## src/rtl/rtt_estimator_rto_assert.svh

```systemverilog
// assertion macros shared by the rtt estimator rtl
// no dependencies; taken in by include where assertions are written
`ifndef RTT_ESTIMATOR_RTO_ASSERT_SVH
`define RTT_ESTIMATOR_RTO_ASSERT_SVH
`ifndef SYNTH
`define RTTE_ASSERT_SAME(label, clk, rstn, ante, cons, msg) \
    label: assert property (@(posedge clk) disable iff (!(rstn)) (ante) |-> (cons)) \
        else $error(msg);
`define RTTE_ASSERT_NEXT(label, clk, rstn, ante, cons, msg) \
    label: assert property (@(posedge clk) disable iff (!(rstn)) (ante) |=> (cons)) \
        else $error(msg);
`else
`define RTTE_ASSERT_SAME(label, clk, rstn, ante, cons, msg)
`define RTTE_ASSERT_NEXT(label, clk, rstn, ante, cons, msg)
`endif
`endif

```

## src/rtl/rtte_pkg.sv

```systemverilog
// shared types and constants of the rtt estimator
// no dependencies
package rtte_pkg;

    localparam int RTT_BITS     = 24;
    localparam int TIME_BITS    = 48;
    localparam int RTO_BITS     = 26;
    localparam int WIN_BITS     = 32;
    localparam int FRAC_BITS_DEF = 4;
    localparam int CFG_IDX_BITS = 2;
    localparam int CFG_DATA_BITS = 32;

    localparam logic [CFG_IDX_BITS-1:0] CFG_MIN_RTT_WINDOW = 2'd0;
    localparam logic [CFG_IDX_BITS-1:0] CFG_INITIAL_RTO    = 2'd1;
    localparam logic [CFG_IDX_BITS-1:0] CFG_MIN_RTO        = 2'd2;
    localparam logic [CFG_IDX_BITS-1:0] CFG_MAX_RTO        = 2'd3;

    localparam logic [WIN_BITS-1:0] WINDOW_RESET      = 32'd10000000;
    localparam logic [RTO_BITS-1:0] INITIAL_RTO_RESET = 26'd1000000;
    localparam logic [RTO_BITS-1:0] MIN_RTO_RESET     = 26'd200000;
    localparam logic [RTO_BITS-1:0] MAX_RTO_RESET     = 26'd60000000;

    typedef struct packed {
        logic                 func;
        logic [RTT_BITS-1:0]  rtt_us;
        logic [TIME_BITS-1:0] now_us;
    } rtte_in_t;

    typedef struct packed {
        logic [RTT_BITS-1:0] srtt_us;
        logic [RTT_BITS-1:0] rttvar_us;
        logic [RTT_BITS-1:0] jitter_us;
        logic [RTT_BITS-1:0] min_rtt_us;
        logic [RTO_BITS-1:0] rto_us;
        logic                has_sample;
    } rtte_out_t;

    typedef struct packed {
        logic [RTO_BITS-1:0] initial_rto;
        logic [RTO_BITS-1:0] min_rto;
        logic [RTO_BITS-1:0] max_rto;
    } rtte_rto_cfg_t;

endpackage

```

## src/rtl/rtt_estimator_rto.sv

```systemverilog
// top level of the rtt estimator: beat handshakes, config registers, pipeline control
// depends on rtte_pkg, rtte_filter, rtte_result and rtt_estimator_rto_assert.svh
//
//   channel | ports                                   | moves
//   --------+-----------------------------------------+------------------------------
//   in      | s_valid s_ready s_data                  | one query or rtt sample a beat
//   out     | m_valid m_ready m_data                  | one result beat per input beat
//   config  | cfg_valid cfg_ready cfg_index cfg_data  | one register write a beat
//
// one input beat per cycle unless a stalled result holds the pipeline; each beat passes the stages in order
// stages: input register, state update, result register (clamp of the timeout)
// synchronous active-low reset clears state and restores the register defaults
// a stalled result holds the stages behind it only as far as they are full
// config writes are always taken
`include "rtt_estimator_rto_assert.svh"
module rtt_estimator_rto #(
    parameter int FRAC_BITS = rtte_pkg::FRAC_BITS_DEF
) (
    input  logic                                aclk,
    input  logic                                aresetn,
    input  logic                                s_valid,
    output logic                                s_ready,
    input  rtte_pkg::rtte_in_t                  s_data,
    output logic                                m_valid,
    input  logic                                m_ready,
    output rtte_pkg::rtte_out_t                 m_data,
    input  logic                                cfg_valid,
    output logic                                cfg_ready,
    input  logic [rtte_pkg::CFG_IDX_BITS-1:0]   cfg_index,
    input  logic [rtte_pkg::CFG_DATA_BITS-1:0]  cfg_data
);

    localparam int FW = rtte_pkg::RTT_BITS + FRAC_BITS;

    logic [rtte_pkg::WIN_BITS-1:0] win_reg, win_next;
    rtte_pkg::rtte_rto_cfg_t       rcfg_reg, rcfg_next;

    rtte_pkg::rtte_in_t in_reg;
    logic               v1_reg, v1_next;
    logic               v2_reg, v2_next;
    logic               mv_reg, mv_next;

    logic out_ready, s2_ready, s1_ready, upd_en, load;

    logic [FW-1:0]                 srtt, rttvar, jitter;
    logic [rtte_pkg::RTT_BITS-1:0] win_min, prior_min;
    logic                          seen;

    assign cfg_ready = 1'b1;

    always_comb begin
        win_next  = win_reg;
        rcfg_next = rcfg_reg;
        if (cfg_valid) begin
            case (cfg_index)
                rtte_pkg::CFG_MIN_RTT_WINDOW: win_next = cfg_data;
                rtte_pkg::CFG_INITIAL_RTO: rcfg_next.initial_rto = cfg_data[rtte_pkg::RTO_BITS-1:0];
                rtte_pkg::CFG_MIN_RTO: rcfg_next.min_rto = cfg_data[rtte_pkg::RTO_BITS-1:0];
                rtte_pkg::CFG_MAX_RTO: rcfg_next.max_rto = cfg_data[rtte_pkg::RTO_BITS-1:0];
                default: begin
                    win_next = win_reg;
                end
            endcase
        end
    end

    // ready chain from the result register back to the input register
    always_comb begin
        out_ready = !mv_reg || m_ready;
        s2_ready  = !v2_reg || out_ready;
        s1_ready  = !v1_reg || s2_ready;
        upd_en    = v1_reg && s2_ready;
        load      = v2_reg && out_ready;

        v1_next = (s_valid && s1_ready) ? 1'b1 : (upd_en ? 1'b0 : v1_reg);
        v2_next = upd_en ? 1'b1 : (load ? 1'b0 : v2_reg);
        mv_next = load ? 1'b1 : (m_ready ? 1'b0 : mv_reg);
    end

    always_ff @(posedge aclk) begin
        if (!aresetn) begin
            win_reg              <= rtte_pkg::WINDOW_RESET;
            rcfg_reg.initial_rto <= rtte_pkg::INITIAL_RTO_RESET;
            rcfg_reg.min_rto     <= rtte_pkg::MIN_RTO_RESET;
            rcfg_reg.max_rto     <= rtte_pkg::MAX_RTO_RESET;
            v1_reg               <= 1'b0;
            v2_reg               <= 1'b0;
            mv_reg               <= 1'b0;
        end else begin
            win_reg  <= win_next;
            rcfg_reg <= rcfg_next;
            v1_reg   <= v1_next;
            v2_reg   <= v2_next;
            mv_reg   <= mv_next;
        end
    end

    always_ff @(posedge aclk) begin
        if (s_valid && s1_ready) begin
            in_reg <= s_data;
        end
    end

    assign s_ready = s1_ready;
    assign m_valid = mv_reg;

    rtte_filter #(
        .FRAC_BITS (FRAC_BITS)
    ) u_filter (
        .aclk      (aclk),
        .aresetn   (aresetn),
        .upd_en    (upd_en),
        .item      (in_reg),
        .window_us (win_reg),
        .srtt      (srtt),
        .rttvar    (rttvar),
        .jitter    (jitter),
        .win_min   (win_min),
        .prior_min (prior_min),
        .seen      (seen)
    );

    rtte_result #(
        .FRAC_BITS (FRAC_BITS)
    ) u_result (
        .aclk      (aclk),
        .load      (load),
        .srtt      (srtt),
        .rttvar    (rttvar),
        .jitter    (jitter),
        .win_min   (win_min),
        .prior_min (prior_min),
        .seen      (seen),
        .rto_cfg   (rcfg_reg),
        .result    (m_data)
    );

    `RTTE_ASSERT_SAME(a_out_from_update, aclk, aresetn, $rose(mv_reg), $past(v2_reg),
        "result beat without an updated item")
    `RTTE_ASSERT_NEXT(a_update_held, aclk, aresetn, v1_reg && !s2_ready, v1_reg && v2_reg,
        "input stage dropped while update stage full")
    `RTTE_ASSERT_NEXT(a_out_stable, aclk, aresetn, m_valid && !m_ready,
        m_valid && $stable(m_data), "result beat changed while waiting")

endmodule

```

## src/rtl/rtte_filter.sv

```systemverilog
// estimator state and its per-sample update (srtt, rttvar, jitter, windowed minimum)
// depends on rtte_pkg and rtt_estimator_rto_assert.svh
`include "rtt_estimator_rto_assert.svh"
module rtte_filter #(
    parameter int FRAC_BITS = rtte_pkg::FRAC_BITS_DEF,
    localparam int FW = rtte_pkg::RTT_BITS + FRAC_BITS
) (
    input  logic                               aclk,
    input  logic                               aresetn,
    input  logic                               upd_en,
    input  rtte_pkg::rtte_in_t                 item,
    input  logic [rtte_pkg::WIN_BITS-1:0]      window_us,
    output logic [FW-1:0]                      srtt,
    output logic [FW-1:0]                      rttvar,
    output logic [FW-1:0]                      jitter,
    output logic [rtte_pkg::RTT_BITS-1:0]      win_min,
    output logic [rtte_pkg::RTT_BITS-1:0]      prior_min,
    output logic                               seen
);

    localparam int RB = rtte_pkg::RTT_BITS;
    localparam int TB = rtte_pkg::TIME_BITS;

    logic          seen_reg, seen_next;
    logic [FW-1:0] srtt_reg, srtt_next;
    logic [FW-1:0] var_reg, var_next;
    logic [FW-1:0] jit_reg, jit_next;
    logic [RB-1:0] prev_reg, prev_next;
    logic [RB-1:0] wmin_reg, wmin_next;
    logic [RB-1:0] prior_reg, prior_next;
    logic [TB-1:0] wbegin_reg, wbegin_next;

    logic [FW-1:0] r;
    logic [FW-1:0] dev;
    logic [RB-1:0] rtt_delta;
    logic [FW-1:0] d;
    logic [FW+1:0] sum_v;
    logic [FW+2:0] sum_s;
    logic [FW+3:0] sum_j;
    logic [TB-1:0] elapsed;
    logic          expired;

    always_comb begin
        r         = {item.rtt_us, {FRAC_BITS{1'b0}}};
        dev       = (srtt_reg >= r) ? (srtt_reg - r) : (r - srtt_reg);
        rtt_delta = (item.rtt_us >= prev_reg) ? (item.rtt_us - prev_reg)
                                              : (prev_reg - item.rtt_us);
        d         = {rtt_delta, {FRAC_BITS{1'b0}}};
        sum_v     = ({2'b00, var_reg} << 1) + {2'b00, var_reg} + {2'b00, dev};
        sum_s     = ({3'b000, srtt_reg} << 3) - {3'b000, srtt_reg} + {3'b000, r};
        sum_j     = ({4'b0000, jit_reg} << 4) - {4'b0000, jit_reg} + {4'b0000, d};
        elapsed   = item.now_us - wbegin_reg;
        expired   = elapsed >= {{(TB-rtte_pkg::WIN_BITS){1'b0}}, window_us};
    end

    always_comb begin
        seen_next   = seen_reg;
        srtt_next   = srtt_reg;
        var_next    = var_reg;
        jit_next    = jit_reg;
        prev_next   = prev_reg;
        wmin_next   = wmin_reg;
        prior_next  = prior_reg;
        wbegin_next = wbegin_reg;
        if (upd_en && item.func) begin
            prev_next = item.rtt_us;
            if (!seen_reg) begin
                seen_next   = 1'b1;
                srtt_next   = r;
                var_next    = r >> 1;
                wmin_next   = item.rtt_us;
                prior_next  = item.rtt_us;
                wbegin_next = item.now_us;
            end else begin
                var_next  = sum_v[FW+1:2];
                srtt_next = sum_s[FW+2:3];
                jit_next  = sum_j[FW+3:4];
                if (expired) begin
                    prior_next  = wmin_reg;
                    wmin_next   = item.rtt_us;
                    wbegin_next = item.now_us;
                end else if (item.rtt_us < wmin_reg) begin
                    wmin_next = item.rtt_us;
                end
            end
        end
    end

    always_ff @(posedge aclk) begin
        if (!aresetn) begin
            seen_reg   <= 1'b0;
            srtt_reg   <= '0;
            var_reg    <= '0;
            jit_reg    <= '0;
            prev_reg   <= '0;
            wmin_reg   <= '0;
            prior_reg  <= '0;
            wbegin_reg <= '0;
        end else begin
            seen_reg   <= seen_next;
            srtt_reg   <= srtt_next;
            var_reg    <= var_next;
            jit_reg    <= jit_next;
            prev_reg   <= prev_next;
            wmin_reg   <= wmin_next;
            prior_reg  <= prior_next;
            wbegin_reg <= wbegin_next;
        end
    end

    assign srtt      = srtt_reg;
    assign rttvar    = var_reg;
    assign jitter    = jit_reg;
    assign win_min   = wmin_reg;
    assign prior_min = prior_reg;
    assign seen      = seen_reg;

    `RTTE_ASSERT_NEXT(a_seen_sticky, aclk, aresetn, seen_reg, seen_reg, "sample flag cleared")
    `RTTE_ASSERT_NEXT(a_first_seed, aclk, aresetn, upd_en && item.func && !seen_reg,
        srtt_reg == {$past(item.rtt_us), {FRAC_BITS{1'b0}}} && prior_reg == wmin_reg,
        "first sample did not seed the filters")
    `RTTE_ASSERT_SAME(a_idle_filters, aclk, aresetn, !seen_reg,
        srtt_reg == '0 && var_reg == '0 && jit_reg == '0, "filters moved before a sample")

endmodule

```

## src/rtl/rtte_result.sv

```systemverilog
// result register: output scaling, minimum rtt and clamped timeout
// depends on rtte_pkg
module rtte_result #(
    parameter int FRAC_BITS = rtte_pkg::FRAC_BITS_DEF,
    localparam int FW = rtte_pkg::RTT_BITS + FRAC_BITS
) (
    input  logic                           aclk,
    input  logic                           load,
    input  logic [FW-1:0]                  srtt,
    input  logic [FW-1:0]                  rttvar,
    input  logic [FW-1:0]                  jitter,
    input  logic [rtte_pkg::RTT_BITS-1:0]  win_min,
    input  logic [rtte_pkg::RTT_BITS-1:0]  prior_min,
    input  logic                           seen,
    input  rtte_pkg::rtte_rto_cfg_t        rto_cfg,
    output rtte_pkg::rtte_out_t            result
);

    localparam int RAWB = rtte_pkg::RTT_BITS + 3;
    localparam int OB   = rtte_pkg::RTO_BITS;

    rtte_pkg::rtte_out_t out_reg, out_next;

    logic [FW+2:0]   rto_sum;
    logic [RAWB-1:0] raw;
    logic [RAWB-1:0] lo_b;
    logic [RAWB-1:0] hi_b;
    logic [RAWB-1:0] raised;
    logic [OB-1:0]   rto;

    always_comb begin
        rto_sum = {3'b000, srtt} + ({3'b000, rttvar} << 2);
        lo_b    = {{(RAWB-OB){1'b0}}, rto_cfg.min_rto};
        hi_b    = {{(RAWB-OB){1'b0}}, rto_cfg.max_rto};
        raw     = seen ? rto_sum[FW+2:FRAC_BITS]
                       : {{(RAWB-OB){1'b0}}, rto_cfg.initial_rto};
        raised  = (raw < lo_b) ? lo_b : raw;
        rto     = (raised > hi_b) ? rto_cfg.max_rto : raised[OB-1:0];

        out_next.srtt_us    = srtt[FW-1:FRAC_BITS];
        out_next.rttvar_us  = rttvar[FW-1:FRAC_BITS];
        out_next.jitter_us  = jitter[FW-1:FRAC_BITS];
        out_next.min_rtt_us = (win_min < prior_min) ? win_min : prior_min;
        out_next.rto_us     = rto;
        out_next.has_sample = seen;
    end

    always_ff @(posedge aclk) begin
        if (load) begin
            out_reg <= out_next;
        end
    end

    assign result = out_reg;

endmodule

```

## config.mk

```make
export PLATFORM = sky130hd
export DESIGN_NAME = rtt_estimator_rto
export DESIGN_NICKNAME = d
export VERILOG_FILES = /design/src/rtl/rtte_pkg.sv /design/src/rtl/rtt_estimator_rto.sv /design/src/rtl/rtte_filter.sv /design/src/rtl/rtte_result.sv
export VERILOG_INCLUDE_DIRS = /design/src /design/src/rtl
export SDC_FILE = /design/constraint.sdc
export NUM_CORES = 2
export LEC_CHECK = 0
export BUFFER_PORTS_ARGS = -buffer_cell sky130_fd_sc_hd__clkbuf_2
export CAP_MARGIN = 20
export CORE_UTILIZATION = 30
export CTS_CLUSTER_DIAMETER = 60
export DETAILED_ROUTE_END_ITERATION = 6
export PLACE_DENSITY = 0.58
export SYNTH_ARGS = -nofsm -noshare
export SYNTH_HDL_FRONTEND = slang
export SYNTH_SLANG_ARGS = --single-unit
```

## constraint.sdc

```tcl
create_clock -name aclk -period 6.4 [get_ports aclk]
set_clock_uncertainty 0.2 [all_clocks]
set_input_delay 0.32 -clock aclk [delete_from_list [all_inputs] [get_ports aclk]]
set_output_delay 0.32 -clock aclk [all_outputs]
set_load 0.005 [all_outputs]
```

==> results.toml <==
[yosys]
synth_ff_type = "dfxtp_1"
yosysSeqAreaShare_pct = 33.6
async_flop_share_pct = 0
avgSynthCellArea_um2 = 8.66
synth_cell_type_count = 94
syn_nets = 4776
synth-edff-count = 196
synthCells = 4207
yosys_warnings = 0
mappedNetlistArea_um2 = 36400
synth_seq_cells = 514

[cells_and_area]
drive_gt1_share_pct = 19.7
largest_reg_flops = 123
n_fill_cell = 12300
syn_to_final_growth_pct = 26.9
diodes = 0
final_common_cell = "nand2_1"
fin_util_pct = 38.5
final_cell_mix = "nand2_1, inv_1, a21oi_1"
num-nets-final = 5394

[drt]
num_vias = 32900
drt_iter0_markers = 2160
ant_nets = 0
firstDrtPassIters = 6
post_drt_wl_per_cell_um = 19.3
drc = 0
finalWirelength_um = 126000
via_per_inst = 5.06

[placed_design]
preCtsSetupSlack_ns = -0.669
io_buffers = 236
place.gp.congestion = 0.958
dp_hpwl_um = 96700

[timing]
slew_headroom_pct = 36.4
period_needed_ns = 6.50
tightest_slew_ns = 0.954
fin_ws_ns = -0.103
finalCritPeriodShare_pct = 102
rsz0062_at_grt = "yes"
hold_viol = 0
maxSlewViolCount = 0
timing.hold.ws_ns = 0.0998
setup_viol = 26
tns_ns = -1.74
fmax_ghz = 0.154

[critical_path]
critPathBufInv = 4
required_ns = 6.60
cp_slowest_stage_delay_ns = 0.39
worst_path_max_delay_cell = "a311o_1"
startpoint_type = "register"
crit_path_max_fanout = 11
r2r_start = "u_filter.srtt[5]"
ff2ff_path_depth = 32
cp_top_family = "compound AO/OA/AOI/OAI gates"
crit_type = "reg2reg"
cp_common_cell = "a21o_1"
crit_arrival_ns = 6.71
r2r-end = "u_result.result[10]"
critPathCaptureType = "register"
reg2reg_slack_ns = -0.10

[min_path]
worstHoldEndpoint = "rcfg_reg[35]"
hold_path_class = "in2reg"
hold_depth = 6
hold_start = "cfg_valid"

[floorplan]
die_x_um = 351
die_height_um = 351
num_io_pins = 238
coreArea_um2 = 120000
rows = 127
initial_core_util_pct = 30.3
die_area_um2 = 123000

[global_route]
grt_pass1_wl_um = 190000
antenna_found_initial = 3
grt_pass1_vias = 31900
grt_max_degree = 124
grt_usage_pct = 20.0
grt_overflow_total = 0

[clock_tree]
cts_buffer_depth = 3
cts_root_buf = "clkbuf_16"
cts_tree = "done"
path_clk_slew_ns = 0.06
clk_latency_ns = 0.66
cts_sinks = 514
cts_buffers = 72
htree_levels = 3

[pwr]
ir_worst_vdd_uv = 183
total_power_mw = 12.3
powerDensity_nw_per_um2 = 266
leakage_nw = 19.8

[run_status]
violations = "negative setup slack"
outcome = "finished with violations"

[job]
drv_cap = 0
[metrics by stage]
step           instances  instance area (um2)
6_report            6496                46300
5_1_grt             6496                46300
4_1_cts             6489                45800
3_5_place_dp        6228                41800
3_3_place_gp        6226                41700
2_1_floorplan       4207                36500
[worst reg2reg max path, delay by kind of cell (launching register included)]
kind | cells | cell delay (ns)
AO/OA/AOI/OAI | 19 | 3.18
XOR/XNOR | 1 | 0.07
adder cells (fa/ha/maj) | 3 | 0.72
buffers and inverters | 4 | 0.63
flip-flops | 1 | 0.34
multiplexers | 3 | 0.96
AND/OR/NAND/NOR | 2 | 0.14
[final cells by class]
type,count,area (um2),area share [%]
tap,1612,2020,4.36
timing repair buffer,735,5380,11.6
multi-input combinational,3033,22400,48.4
inverter,469,1770,3.82
clock buffer,95,2010,4.35
sequential,514,12300,26.5
clock inverter,38,438,0.947
[synth_stat cells (6+ instances only)]
| master | n | area share [%] |
|---|---|---|
| a211oi_1 | 48 | 0.99 |
| a21boi_0 | 13 | 0.27 |
| a21o_1 | 130 | 2.7 |
| a21oi_1 | 481 | 6.6 |
| a221oi_1 | 12 | 0.29 |
| a22o_1 | 24 | 0.58 |
| a311oi_1 | 21 | 0.50 |
| a31oi_1 | 49 | 0.84 |
| a41oi_1 | 6 | 0.14 |
| and2_1 | 11 | 0.19 |
| and3_1 | 16 | 0.27 |
| buf_1 | 19 | 0.20 |
| buf_2 | 33 | 0.45 |
| clkbuf_1 | 128 | 1.3 |
| dfxtp_1 | 318 | 17 |
| edfxtp_1 | 196 | 16 |
| fa_1 | 80 | 4.4 |
| ha_1 | 377 | 13 |
| inv_1 | 468 | 4.8 |
| mux2_1 | 10 | 0.31 |
| mux2_2 | 64 | 2.0 |
| mux2i_1 | 54 | 1.5 |
| nand2_1 | 505 | 5.2 |
| nand2b_1 | 31 | 0.53 |
| nand3_1 | 99 | 1.4 |
| nand4_1 | 62 | 1.1 |
| nor2_1 | 156 | 1.6 |
| nor2b_1 | 40 | 0.69 |
| nor3_1 | 41 | 0.56 |
| nor4_1 | 12 | 0.21 |
| o2111ai_1 | 7 | 0.17 |
| o211ai_1 | 46 | 0.95 |
| o21a_1 | 34 | 0.70 |
| o21ai_0 | 234 | 3.2 |
| o21ai_1 | 22 | 0.30 |
| o21bai_1 | 31 | 0.64 |
| o31a_1 | 6 | 0.14 |
| o31ai_1 | 17 | 0.35 |
| or2_2 | 11 | 0.19 |
| or3_1 | 15 | 0.26 |
| xnor2_1 | 104 | 2.5 |
| xor2_1 | 60 | 1.4 |
[repair_timing]
action                                  4_1_cts  5_1_grt
resized for setup                            72       92
endpoints found under the setup margin       34      123
pin swaps                                    30       43
endpoints found under the hold margin       204        0
gates cloned                                  3        0
buffers inserted                             15       10
hold buffers                                111        0
[layer usage]
metal  up-vias  track usage (%)  wire length, um
li1      16100                -                -
met1     15800             25.8            55000
met2       771             33.7            59800
met3       218             2.11             5370
met4         0             8.83             5340
met5         -                0                0
[how the worst max path moves through the flow]
stage | startpoint | to | slack, ns | cells past startpoint
2_1_floorplan | in_reg[54] | u_filter.jitter[18] | 0.009 | 27
3_3_place_gp | u_filter.srtt[4] | u_result.result[3] | -0.59 | 30
3_5_place_dp | u_filter.srtt[5] | u_result.result[8] | -0.67 | 29
4_1_cts | u_filter.rttvar[1] | u_result.result[22] | -0.17 | 33
5_1_grt | u_filter.rttvar[2] | u_result.result[10] | -0.30 | 26
6_report | u_filter.srtt[5] | u_result.result[10] | -0.10 | 32
[power by group]
group	switching [mW]	internal, mW
Clock	1.66	2.47
Sequential	0.117	3.56
Combinational	2.44	2.05
Total	4.22	8.08
[kinds of logic (layout without fill, tap and decap cells)]
family / after synthesis / count (layout) / share of synthesized area [%]
multiplexers: 128 / 128 / 3.77
adder cells (fa/ha/maj): 457 / 457 / 17.3
flip-flops: 514 / 514 / 33.6
XOR/XNOR: 164 / 164 / 3.94
buffers and inverters: 660 / 1337 / 7.07
AO/OA/AOI/OAI: 1247 / 1247 / 21.2
other: 1 / 1 / 0.0103
AND/OR/NAND/NOR: 1036 / 1036 / 13.1
(Power assumes the default switching activity.)
